$ cat src/rtl/ese_pkg.sv
`timescale 1ns / 1ps
`default_nettype none
package ese_pkg;
  localparam int unsigned CfgIdxW = 2;
  localparam int unsigned CfgDataW = 32;

  typedef enum logic [CfgIdxW-1:0] {
    CFG_SPEED_SCALE = 2'd0,
    CFG_FILTER_WEIGHT = 2'd1,
    CFG_STOP_TIMEOUT = 2'd2,
    CFG_TICK_DIVIDE = 2'd3
  } cfg_idx_e;

  typedef enum logic [6:0] {
    ST_IDLE = 7'b0000001,
    ST_SPEED = 7'b0000010,
    ST_FILT = 7'b0000100,
    ST_MUL = 7'b0001000,
    ST_ACC = 7'b0010000,
    ST_FIN = 7'b0100000,
    ST_OUT = 7'b1000000
  } state_e;

  localparam logic [8:0] WeightOne = 9'd256;
  localparam logic [19:0] UsPerS = 20'd1000000;
  localparam logic signed [31:0] S32Max = 32'sh7fffffff;
  localparam logic signed [31:0] S32Min = 32'sh80000000;

  typedef struct packed {
    logic start;
    logic [63:0] dividend;
    logic [31:0] divisor;
  } div_req_t;

  typedef struct packed {
    logic busy;
    logic done;
    logic [63:0] quotient;
  } div_rsp_t;
endpackage
`default_nettype wire

$ cat src/rtl/ese_divider.sv
`timescale 1ns / 1ps
`default_nettype none
module ese_divider (
  input  wire logic                clk_i,
  input  wire logic                rst_ni,
  input  wire ese_pkg::div_req_t   req_i,
  output ese_pkg::div_rsp_t        rsp_o
);
  import ese_pkg::*;

  logic [63:0] quot_q, quot_d;
  logic [32:0] rem_q, rem_d;
  logic [31:0] dvs_q, dvs_d;
  logic [6:0]  cnt_q, cnt_d;
  logic        busy_q, busy_d, done_q, done_d;
  logic [32:0] trial;
  logic [33:0] sub;

  // one quotient bit per cycle, restoring
  always_comb begin
    quot_d = quot_q;
    rem_d = rem_q;
    dvs_d = dvs_q;
    cnt_d = cnt_q;
    busy_d = busy_q;
    done_d = 1'b0;
    trial = {rem_q[31:0], quot_q[63]};
    sub = {1'b0, trial} - {2'b00, dvs_q};
    if (req_i.start) begin
      quot_d = req_i.dividend;
      rem_d = '0;
      dvs_d = req_i.divisor;
      cnt_d = 7'd64;
      busy_d = 1'b1;
    end else if (busy_q) begin
      if (!sub[33]) begin
        rem_d = sub[32:0];
        quot_d = {quot_q[62:0], 1'b1};
      end else begin
        rem_d = trial;
        quot_d = {quot_q[62:0], 1'b0};
      end
      cnt_d = cnt_q - 7'd1;
      if (cnt_q == 7'd1) begin
        busy_d = 1'b0;
        done_d = 1'b1;
      end
    end
  end

  always_ff @(posedge clk_i or negedge rst_ni) begin
    if (!rst_ni) begin
      busy_q <= 1'b0;
      done_q <= 1'b0;
      cnt_q <= '0;
    end else begin
      busy_q <= busy_d;
      done_q <= done_d;
      cnt_q <= cnt_d;
    end
  end

  always_ff @(posedge clk_i) begin
    quot_q <= quot_d;
    rem_q <= rem_d;
    dvs_q <= dvs_d;
  end

  assign rsp_o.busy = busy_q;
  assign rsp_o.done = done_q;
  assign rsp_o.quotient = quot_q;
endmodule
`default_nettype wire

$ cat src/rtl/encoder_speed_estimator_unit.sv
`timescale 1ns / 1ps
`default_nettype none
// channel  | signals                                   | role
// input    | in_valid_i/in_ready_o, op..time_us        | one tick or query transaction
// output   | out_valid_o/out_ready_i, out_channel..    | one result per transaction
// config   | cfg_we_i, cfg_idx_i, cfg_data_i           | register write, no wait
// a tick passes through the speed, finish and output states from accept to result valid
// a query uses up to two passes of the 64-step shared bit-serial divider
// plus a 33-step shift-add multiply for the filter
// reset loads config defaults and clears all per-channel state
// input is held off while a result waits in the output register
module encoder_speed_estimator_unit #(
  parameter int unsigned CHANNELS = 2
) (
  input  wire logic        clk_i,
  input  wire logic        rst_ni,
  input  wire logic        cfg_we_i,
  input  wire logic [ese_pkg::CfgIdxW-1:0]  cfg_idx_i,
  input  wire logic [ese_pkg::CfgDataW-1:0] cfg_data_i,
  input  wire logic        in_valid_i,
  output logic             in_ready_o,
  input  wire logic        op_i,
  input  wire logic        channel_i,
  input  wire logic        direction_i,
  input  wire logic [31:0] time_us_i,
  output logic             out_valid_o,
  input  wire logic        out_ready_i,
  output logic             out_channel_o,
  output logic signed [31:0] position_o,
  output logic [31:0]      period_us_o,
  output logic signed [31:0] speed_o,
  output logic signed [31:0] accel_o,
  output logic             stopped_o,
  output logic             is_query_o
);
  import ese_pkg::*;

  localparam int unsigned ChW = (CHANNELS > 1) ? $clog2(CHANNELS) : 1;

  logic [31:0] scale_q, timeout_q;
  logic [8:0]  weight_q;
  logic [15:0] tdiv_q;

  logic [15:0] dcnt_q [CHANNELS];
  logic [31:0] pos_q [CHANNELS];
  logic [31:0] ltt_q [CHANNELS];
  logic [31:0] per_q [CHANNELS];
  logic        dir_q [CHANNELS];
  logic signed [31:0] filt_q [CHANNELS];
  logic [31:0] lqt_q [CHANNELS];

  state_e st_q, st_d;
  logic        op_q, chn_q, dirn_q;
  logic [31:0] t_q;
  logic        ok_q;
  logic [ChW-1:0] ci;
  logic        stp_q;
  logic signed [31:0] raw_q, now_q, acc_q;
  logic [31:0] dt_q;
  // serial multiplier: accumulator and shifting multiplier/multiplicand
  logic signed [41:0] sum_q;
  logic [41:0] mcand_q;
  logic [32:0] mplr_q;
  logic [5:0]  mcnt_q;

  div_req_t dreq;
  div_rsp_t drsp;

  ese_divider u_div (.clk_i(clk_i), .rst_ni(rst_ni), .req_i(dreq), .rsp_o(drsp));

  assign ci = ChW'(chn_q);
  assign in_ready_o = (st_q == ST_IDLE) && !out_valid_o;

  logic [8:0] wsat;
  assign wsat = (weight_q > WeightOne) ? WeightOne : weight_q;

  logic [31:0] age;
  assign age = t_q - ltt_q[ci];

  logic signed [32:0] diff;
  assign diff = {now_q[31], now_q} - {filt_q[ci][31], filt_q[ci]};
  logic [32:0] dmag;
  assign dmag = diff[32] ? 33'(-diff) : 33'(diff);

  logic [63:0] q;
  assign q = drsp.quotient;

  always_comb begin
    dreq = '0;
    st_d = st_q;
    unique case (st_q)
      ST_IDLE: if (in_valid_i && in_ready_o) st_d = ST_SPEED;
      ST_SPEED: begin
        if (!ok_q || !op_q) st_d = ST_FIN;
        else if (age > timeout_q || per_q[ci] == 32'd0) st_d = ST_FILT;
        else if (!drsp.busy && !drsp.done) begin
          dreq.start = 1'b1;
          dreq.dividend = {32'd0, scale_q};
          dreq.divisor = per_q[ci];
        end else if (drsp.done) st_d = ST_FILT;
      end
      ST_FILT: st_d = ST_MUL;
      ST_MUL: if (mcnt_q == 6'd0) st_d = ST_ACC;
      ST_ACC: begin
        if (dt_q == 32'd0) st_d = ST_FIN;
        else if (!drsp.busy && !drsp.done) begin
          dreq.start = 1'b1;
          dreq.dividend = 64'(dmag) * 64'(UsPerS);
          dreq.divisor = dt_q;
        end else if (drsp.done) st_d = ST_FIN;
      end
      ST_FIN: st_d = ST_OUT;
      ST_OUT: st_d = ST_IDLE;
      default: st_d = ST_IDLE;
    endcase
  end

  always_ff @(posedge clk_i or negedge rst_ni) begin
    if (!rst_ni) begin
      st_q <= ST_IDLE;
      scale_q <= '0;
      weight_q <= 9'd205;
      timeout_q <= 32'd100000;
      tdiv_q <= 16'd1;
      out_valid_o <= 1'b0;
      for (int i = 0; i < CHANNELS; i++) begin
        dcnt_q[i] <= '0; pos_q[i] <= '0; ltt_q[i] <= '0; per_q[i] <= '0;
        dir_q[i] <= 1'b0; filt_q[i] <= '0; lqt_q[i] <= '0;
      end
    end else begin
      st_q <= st_d;
      if (cfg_we_i) begin
        unique case (cfg_idx_e'(cfg_idx_i))
          CFG_SPEED_SCALE: scale_q <= cfg_data_i;
          CFG_FILTER_WEIGHT: weight_q <= cfg_data_i[8:0];
          CFG_STOP_TIMEOUT: timeout_q <= cfg_data_i;
          CFG_TICK_DIVIDE: tdiv_q <= cfg_data_i[15:0];
          default: ;
        endcase
      end
      if (out_valid_o && out_ready_i) out_valid_o <= 1'b0;
      if (st_q == ST_OUT) out_valid_o <= 1'b1;
      if (st_q == ST_SPEED && ok_q && !op_q) begin
        if (dcnt_q[ci] + 16'd1 >= tdiv_q) begin
          dcnt_q[ci] <= '0;
          dir_q[ci] <= dirn_q;
          pos_q[ci] <= pos_q[ci] + (dirn_q ? 32'hffffffff : 32'd1);
          per_q[ci] <= t_q - ltt_q[ci];
          ltt_q[ci] <= t_q;
        end else dcnt_q[ci] <= dcnt_q[ci] + 16'd1;
      end
      if (st_q == ST_FIN && ok_q && op_q) begin
        filt_q[ci] <= now_q;
        lqt_q[ci] <= t_q;
      end
    end
  end

  always_ff @(posedge clk_i) begin
    if (in_valid_i && in_ready_o) begin
      op_q <= op_i; chn_q <= channel_i; dirn_q <= direction_i; t_q <= time_us_i;
      ok_q <= (32'(channel_i) < CHANNELS);
      acc_q <= '0;
    end
    if (st_q == ST_SPEED && ok_q && op_q) begin
      stp_q <= age > timeout_q;
      if (age > timeout_q) raw_q <= '0;
      else if (per_q[ci] == 32'd0) raw_q <= dir_q[ci] ? S32Min : S32Max;
      else if (drsp.done) begin
        if (!dir_q[ci]) raw_q <= (q > 64'(S32Max)) ? S32Max : q[31:0];
        else raw_q <= (q > 64'h80000000) ? S32Min : -q[31:0];
      end
    end
    if (st_q == ST_FILT) begin
      // (256-w)*raw + w*prev = 256*prev + (raw-prev)*(256-w); serial over signed raw-prev
      sum_q <= {{2{filt_q[ci][31]}}, filt_q[ci], 8'd0};
      mcand_q <= 42'(WeightOne - wsat);
      mplr_q <= '0;
      mcnt_q <= 6'd34;
      dt_q <= t_q - lqt_q[ci];
    end
    if (st_q == ST_MUL) begin
      if (mcnt_q == 6'd34) begin
        mplr_q <= {raw_q[31], raw_q} - {filt_q[ci][31], filt_q[ci]};
        mcnt_q <= 6'd33;
      end else if (mcnt_q != 6'd0) begin
        // signed multiplier bits: msb has negative weight
        if (mplr_q[0]) begin
          if (mcnt_q == 6'd1) sum_q <= sum_q - $signed(mcand_q);
          else sum_q <= sum_q + $signed(mcand_q);
        end
        mplr_q <= {1'b0, mplr_q[32:1]};
        mcand_q <= {mcand_q[40:0], 1'b0};
        mcnt_q <= mcnt_q - 6'd1;
      end else begin
        now_q <= 32'(sum_q >>> 8);
      end
    end
    if (st_q == ST_ACC && drsp.done) begin
      if (diff[32]) acc_q <= (q > 64'h80000000) ? S32Min : -q[31:0];
      else acc_q <= (q > 64'(S32Max)) ? S32Max : q[31:0];
    end
    if (st_q == ST_FIN) begin
      out_channel_o <= chn_q;
      position_o <= ok_q ? pos_q[ci] : '0;
      period_us_o <= ok_q ? per_q[ci] : '0;
      speed_o <= (ok_q && op_q) ? now_q : '0;
      accel_o <= (ok_q && op_q) ? acc_q : '0;
      stopped_o <= ok_q && op_q && stp_q;
      is_query_o <= ok_q && op_q;
    end
  end

`ifndef SYNTHESIS
  a_no_accept_busy: assert property (@(posedge clk_i) disable iff (!rst_ni)
    (st_q != ST_IDLE) |-> !in_ready_o) else $error("accept while busy");
  a_out_after_fin: assert property (@(posedge clk_i) disable iff (!rst_ni)
    $rose(out_valid_o) |-> $past(st_q == ST_OUT)) else $error("result without item");
  a_div_idle_start: assert property (@(posedge clk_i) disable iff (!rst_ni)
    dreq.start |-> !drsp.busy) else $error("divider restarted");
`endif
endmodule
`default_nettype wire
$ cat config.mk
export PLATFORM = sky130hd
export DESIGN_NAME = encoder_speed_estimator_unit
export DESIGN_NICKNAME = d
export VERILOG_FILES = /design/src/rtl/ese_pkg.sv /design/src/rtl/ese_divider.sv /design/src/rtl/encoder_speed_estimator_unit.sv
export SDC_FILE = /design/constraint.sdc
export NUM_CORES = 2
export LEC_CHECK = 0
export BUFFER_PORTS_ARGS = -buffer_cell sky130_fd_sc_hd__buf_2
export CAP_MARGIN = 40
export CORE_MARGIN = 4
export CORE_UTILIZATION = 55
export DETAILED_ROUTE_END_ITERATION = 8
export GPL_TIMING_DRIVEN = 0
export HOLD_SLACK_MARGIN = 0.1
export PLACE_DENSITY = 0.7
export REMOVE_ABC_BUFFERS = 1
export SETUP_SLACK_MARGIN = 0.5
export SKIP_CTS_REPAIR_TIMING = 1
export SYNTH_ARGS = -nofsm -noshare
export SYNTH_HDL_FRONTEND = slang
export SYNTH_HIERARCHICAL = 1
export SYNTH_SLANG_ARGS = --single-unit
$ cat constraint.sdc
create_clock -name clk_i -period 17.34 [get_ports clk_i]
set_input_delay 0.867 -clock clk_i [delete_from_list [all_inputs] [get_ports clk_i]]
set_output_delay 0.867 -clock clk_i [all_outputs]
set_load 0.01 [all_outputs]
### Yosys cells after proc, flatten, opt, wreduce, memory -nomap -nowiden

Cells that the tools add are included.

* register bits: 1006
* input port bits: 74

* bitwise gates (word level): 5
* add/sub/neg operators: 14
* $lt $le $gt $ge: 7
* multiplexer cells: 95
* reduce and logical (&&, ||, !) cells: 32
* $mul: 1
* equality and inequality tests: 19

Operator list (count)
* $mux W32: 28
* $mux W97: 5
* $mux W42: 10
* $bwmux W64: 5
* $pmux W97 S2: 1
* $mux W33: 5
* $mux W64: 2
* $mux W7: 11
* $sub A32 B32 Y33: 2
* $gt A64 B31 Y1 const B: 1
* $gt A64 B32 Y1 const B: 1
* $logic_not A32 Y1: 2
* $mux W16: 4
* $sub A32 B32 Y32: 2
* $mul A33 B14 Y47 const B: 1
* $add A42 B42 Y42: 1
* $pmux W7 S6: 1
* $sub A42 B42 Y42: 1
* $sub A33 B32 Y34: 1
* $neg A33 Y33: 1
* $add A32 B32 Y32: 1
* $and A32 B32 Y32: 1
* $bwmux W32: 1
* $demux W32 S1: 1
* other kinds (47): 84

### Longest topological paths before layout

* depth in word-level cells: 12
* depth in mapped cells: 51
* gate-level depth less buffers: 39

### By module

Netlist, hierarchy kept.

Modules (own cells, without submodules)
* encoder_speed_estimator_unit: cells an instance 5620, area an instance 55411.9 sq um, times used 1, sequential area each 22542.9 sq um
* ese_divider: cells an instance 656, area an instance 7433.4 sq um, times used 1, sequential area each 3748.6 sq um

### Worst setup path after synthesis

No wires, ideal clock.

* kind: reg-to-reg
* from: register st_q[1]
* to: register filt_q[19] in the netlist's numbering
* cell stages (with the launch flop): 8
* path slack: 4.444 ns
* data arrival time: 12.771 ns
* period minus slack after synthesis: 12.896 ns
* path through: dfrtp_1 -> nor3_1 -> nand2_1 -> nor3b_1 -> nand3_1 -> clkbuf_1 -> buf_1 -> mux2_2

* longest elaborated chain between the ends: 2

RTL lines
* from (decl): line encoder_speed_estimator_unit.sv:52 `state_e st_q, st_d;`
* from (signal assigned): line encoder_speed_estimator_unit.sv:131 `st_q <= st_d;`
* $eq A7 B6 Y1: line encoder_speed_estimator_unit.sv:152 `if (st_q == ST_FIN && ok_q && op_q) begin`
* $logic_and A1 B1 Y1: line encoder_speed_estimator_unit.sv:152
* to (signal, indexed assignment): line encoder_speed_estimator_unit.sv:153 `filt_q[ci] <= now_q;`
* to (decl): line encoder_speed_estimator_unit.sv:49 `logic signed [31:0] filt_q [CHANNELS];`

No other way between the ends.
A chain may end at the register's enable or synchronous reset.

==> impl_summary.txt <==
----------------------------------------------------
[GRT]
  Grt total ovfl ... 0
  Wire length of the first global-routing pass ... 256 mm
  Via count of the first global-routing pass ... 46400
  Total routing resource utilization after global routing ... 26.3%
  Antenna violations before repair ... 6
  Maximum number of pins on one net before global-route repair ... 116

[Floorplanning]
  Die Height ... 346 um
  Cell row count ... 123
  Core region area ... 113000 um^2
  Overall die area ... 120000 um^2
  Die W ... 346 um
  Boundary Pins ... 207
  Starting utilization of the core area ... 55.6%

[Cells and area]
  Share of layout cells above drive strength 1 ... 14.3%
  Post-Route Utilization ... 62.4%
  Fillers ... 9282
  Final-stage net count ... 7100
  Area grow syn2layout ... 12.2%

[Setup path]
  Largest stage delay, worst path ... 730 ps
  Startpoint Class ... flop
  Setup slack of the most critical reg-to-reg path ... 5120 ps
  WS Path Type ... reg -> reg
  Capturing element of the worst setup path ... u_div/quot_q[47]
  Cell count along the critical path ... 42
  Reg2reg end ... u_div/quot_q[47]
  Library cell contributing the largest single delay on the critical path ... sky130_fd_sc_hd__edfxtp_1
  Required arrival time at the worst endpoint ... 17800 ps
  Critical path launch point ... chn_q
  Critical R2R Launch ... chn_q
  Data arrival at the endpoint of the critical path ... 12680 ps
  R2R cell count ... 42
  Count of buffering cells on the critical path with inverters included ... 9
  CP max FO ... 24
  Cell class contributing the biggest share of worst-path delay ... adder cells
  Sort of element at the end of the critical path ... flop

[Clock tree]
  Number of buffers inserted during clock tree synthesis ... 108
  TritonCTS sink count ... 1002
  CTS H-tree depth ... 3
  Clk slew on worst S/H paths ... 60 ps
  Clock Tree Buf Depth ... 3
  Worst-skew pair later-pin latency ... 760 ps
  Clock tree from TritonCTS ... yes
  Buffer type at the clock tree root ... sky130_fd_sc_hd__clkbuf_16

[Synthesis]
  Largest cells by area after synthesis ... sky130_fd_sc_hd__edfxtp_1 19%, sky130_fd_sc_hd__dfrtp_1 18%, sky130_fd_sc_hd__ha_1 8.8%
  Yosys top cell area share ... 18.7%
  Post-synthesis adder-cell area fraction ... 12.8%
  Area share of xor/xnor cells in the synthesized design ... 5.30%
  Share of flip-flops with an asynchronous set or reset ... 45.9%
  Largest area contributor in the synthesized netlist ... sky130_fd_sc_hd__edfxtp_1
  Post-synthesis register bit count ... 1002
  Mapped Area ... 62800 um^2
  Dominant combinational cell family by area after synthesis ... compound AO/OA/AOI/OAI gates
  Mux share of post-synthesis cell area ... 8.99%
  Number of enable-type register cells in the synthesized netlist ... 391
  Complex-gate fraction of the synthesized area ... 14.5%
  Number of synthesis warnings ... 6
  Post-synthesis cell type count ... 110
  Proportion of synthesized chip area in sequential cells ... 41.8%
  Post-synthesis share of cell area spent on and, or, nand and nor gates ... 12.2%
  Leading register cell type out of synthesis ... sky130_fd_sc_hd__dfrtp_1
  Synthesized netlist cell count ... 6276
  Average cell area after synthesis ... 10.0 um^2

[Timing]
  Number of slew-limit violations in the final report ... 0
  Headroom to the max-slew limit ... 36.1%
  Part of the cycle the worst path needs ... 70.5%
  Final WS setup ... 5120 ps
  Clk_skew ... 84.5 ps
  Setup repair after global routing missed its margin ... false
  Number of endpoints failing setup at the final stage ... 0
  Fmax ... 81.8 MHz
  Final count of hold timing violations ... 0
  Tmin final ... 12220 ps
  Actual transition at the worst max-transition pin ... 956 ps

[Min path]
  HP Class ... in -> async

[Drt]
  Number of DRC violations after detailed-routing iteration 0 ... 3562
  Via Count ... 47100
  Wire per inst ... 19.9 um
  Remaining routing DRC violations ... 0
  Detailed-route wire length ... 160 mm
  TritonRoute pass-1 iters ... 8
  Vias per inst ... 5.85
  Post-route antenna net violation count ... 0

[Flow run]
  Max-cap violations ... 0

[Outcome]
  Result of the run ... complete, no violations

[Placed design]
  Worst slack at placement ... 5280 ps
  Final weighted congestion in routability-driven placement ... 0.912
  DP Wirelength ... 121 mm
  Quantity of I/O buffers inserted on ports ... 206

----------------------------------------------------
[final cells by class]
class                   count  area, um^2  share of cell area (%)
inverters                 480        1810                    2.56
flip-flops and latches   1002       26300                    37.3
well taps                1500        1880                    2.66
repair buffers            317        2810                    3.99
clock inverters            46         626                   0.887
clock buffers             159        3170                    4.49
diodes                      3        7.51                  0.0106
multi-input cells        4555       33900                    48.1
[metal layers]
layer / vias up / track usage (%) / wire, um
li1: 22600 / - / -
met1: 23000 / 35.8 / 70100
met2: 1285 / 43.8 / 76200
met3: 244 / 4.00 / 9230
met4: 0 / 7.76 / 4650
met5: - / 0 / 0
[worst min-delay path by stage]
stage | to | slack (ps)
finish | dcnt_q[19] | 100
global route | dcnt_q[24] | 100
CTS | dcnt_q[7] | 80
detailed placement | mplr_q[1] | 450
global placement | mplr_q[2] | 440
floorplan | mplr_q[6] | 420
[Yosys cell counts (17+ instances only)]
master	count
sky130_fd_sc_hd__fa_1	122
sky130_fd_sc_hd__nand4_1	53
sky130_fd_sc_hd__a221oi_1	28
sky130_fd_sc_hd__ha_1	440
sky130_fd_sc_hd__a211oi_1	50
sky130_fd_sc_hd__dfrtp_1	447
sky130_fd_sc_hd__xnor2_1	202
sky130_fd_sc_hd__mux2i_1	164
sky130_fd_sc_hd__or3_1	28
sky130_fd_sc_hd__nor3_1	82
sky130_fd_sc_hd__o21a_1	48
sky130_fd_sc_hd__nor2b_1	65
sky130_fd_sc_hd__a31oi_1	49
sky130_fd_sc_hd__buf_2	18
sky130_fd_sc_hd__a22o_1	30
sky130_fd_sc_hd__and3_1	25
sky130_fd_sc_hd__mux2_2	355
sky130_fd_sc_hd__nor2_1	348
sky130_fd_sc_hd__and2_1	93
sky130_fd_sc_hd__dfxtp_1	151
sky130_fd_sc_hd__inv_1	479
sky130_fd_sc_hd__clkbuf_1	188
sky130_fd_sc_hd__o211ai_1	52
sky130_fd_sc_hd__a21oi_1	319
sky130_fd_sc_hd__edfxtp_1	391
sky130_fd_sc_hd__o21ai_0	453
sky130_fd_sc_hd__nand3_1	97
sky130_fd_sc_hd__o31ai_1	30
sky130_fd_sc_hd__buf_1	35
sky130_fd_sc_hd__a21boi_0	19
sky130_fd_sc_hd__xor2_1	165
sky130_fd_sc_hd__nor4_1	39
sky130_fd_sc_hd__a21o_1	168
sky130_fd_sc_hd__or4_1	17
sky130_fd_sc_hd__a22oi_1	33
sky130_fd_sc_hd__o21bai_1	31
sky130_fd_sc_hd__nand2b_1	44
sky130_fd_sc_hd__nand2_1	688
[placed cells by master (no fill, tap or decap), types with 163 or more instances in the layout]
cell type and n:
sky130_fd_sc_hd__edfxtp_1 391, sky130_fd_sc_hd__inv_1 477, sky130_fd_sc_hd__a21o_1 168, sky130_fd_sc_hd__nand2_1 686, sky130_fd_sc_hd__xor2_1 165, sky130_fd_sc_hd__o21ai_0 453, sky130_fd_sc_hd__buf_2 208, sky130_fd_sc_hd__dfrtp_1 446
sky130_fd_sc_hd__mux2_2 355, sky130_fd_sc_hd__xnor2_1 202, sky130_fd_sc_hd__mux2i_1 163, sky130_fd_sc_hd__a21oi_1 318, sky130_fd_sc_hd__nor2_1 338, sky130_fd_sc_hd__ha_1 440
[cells by family (layout without fill, tap and decap cells)]
group / Yosys count / count (layout)
other: 1 / 14
flip-flops: 1002 / 1002
AND/OR/NAND/NOR: 1646 / 1646
multiplexers: 520 / 520
adder cells (fa/ha/maj): 570 / 570
XOR/XNOR: 374 / 374
buffers and inverters: 729 / 1002
AO/OA/AOI/OAI: 1434 / 1434
[metrics by stage]
step | instance area [um^2] | setup TNS [ps] | hold WS [ps] | std cells
floorplan | 61900 | 0 | 425 | 6037
global placement | 64800 | -2295970 | 436 | 7743
detailed placement | 66700 | 0 | 449 | 7853
CTS | 70500 | 0 | 77.1 | 8058
global route | 70500 | 0 | 104 | 8059
finish | 70500 | 0 | 95.1 | 8062
[state kept, by name (all words and copies together) (netlist names), 33 cells and up]
| signal | count |
|---|---|
| sum_q | 40 |
| u_div/quot_q | 64 |
| mplr_q | 33 |
| filt_q | 64 |
| lqt_q | 64 |
| ltt_q | 64 |
| per_q | 64 |
| mcand_q | 40 |
| pos_q | 64 |
Power is left out: the tool's default activity adds up to more than one toggle a clock period on the data nets, which glitch-free logic cannot reach.
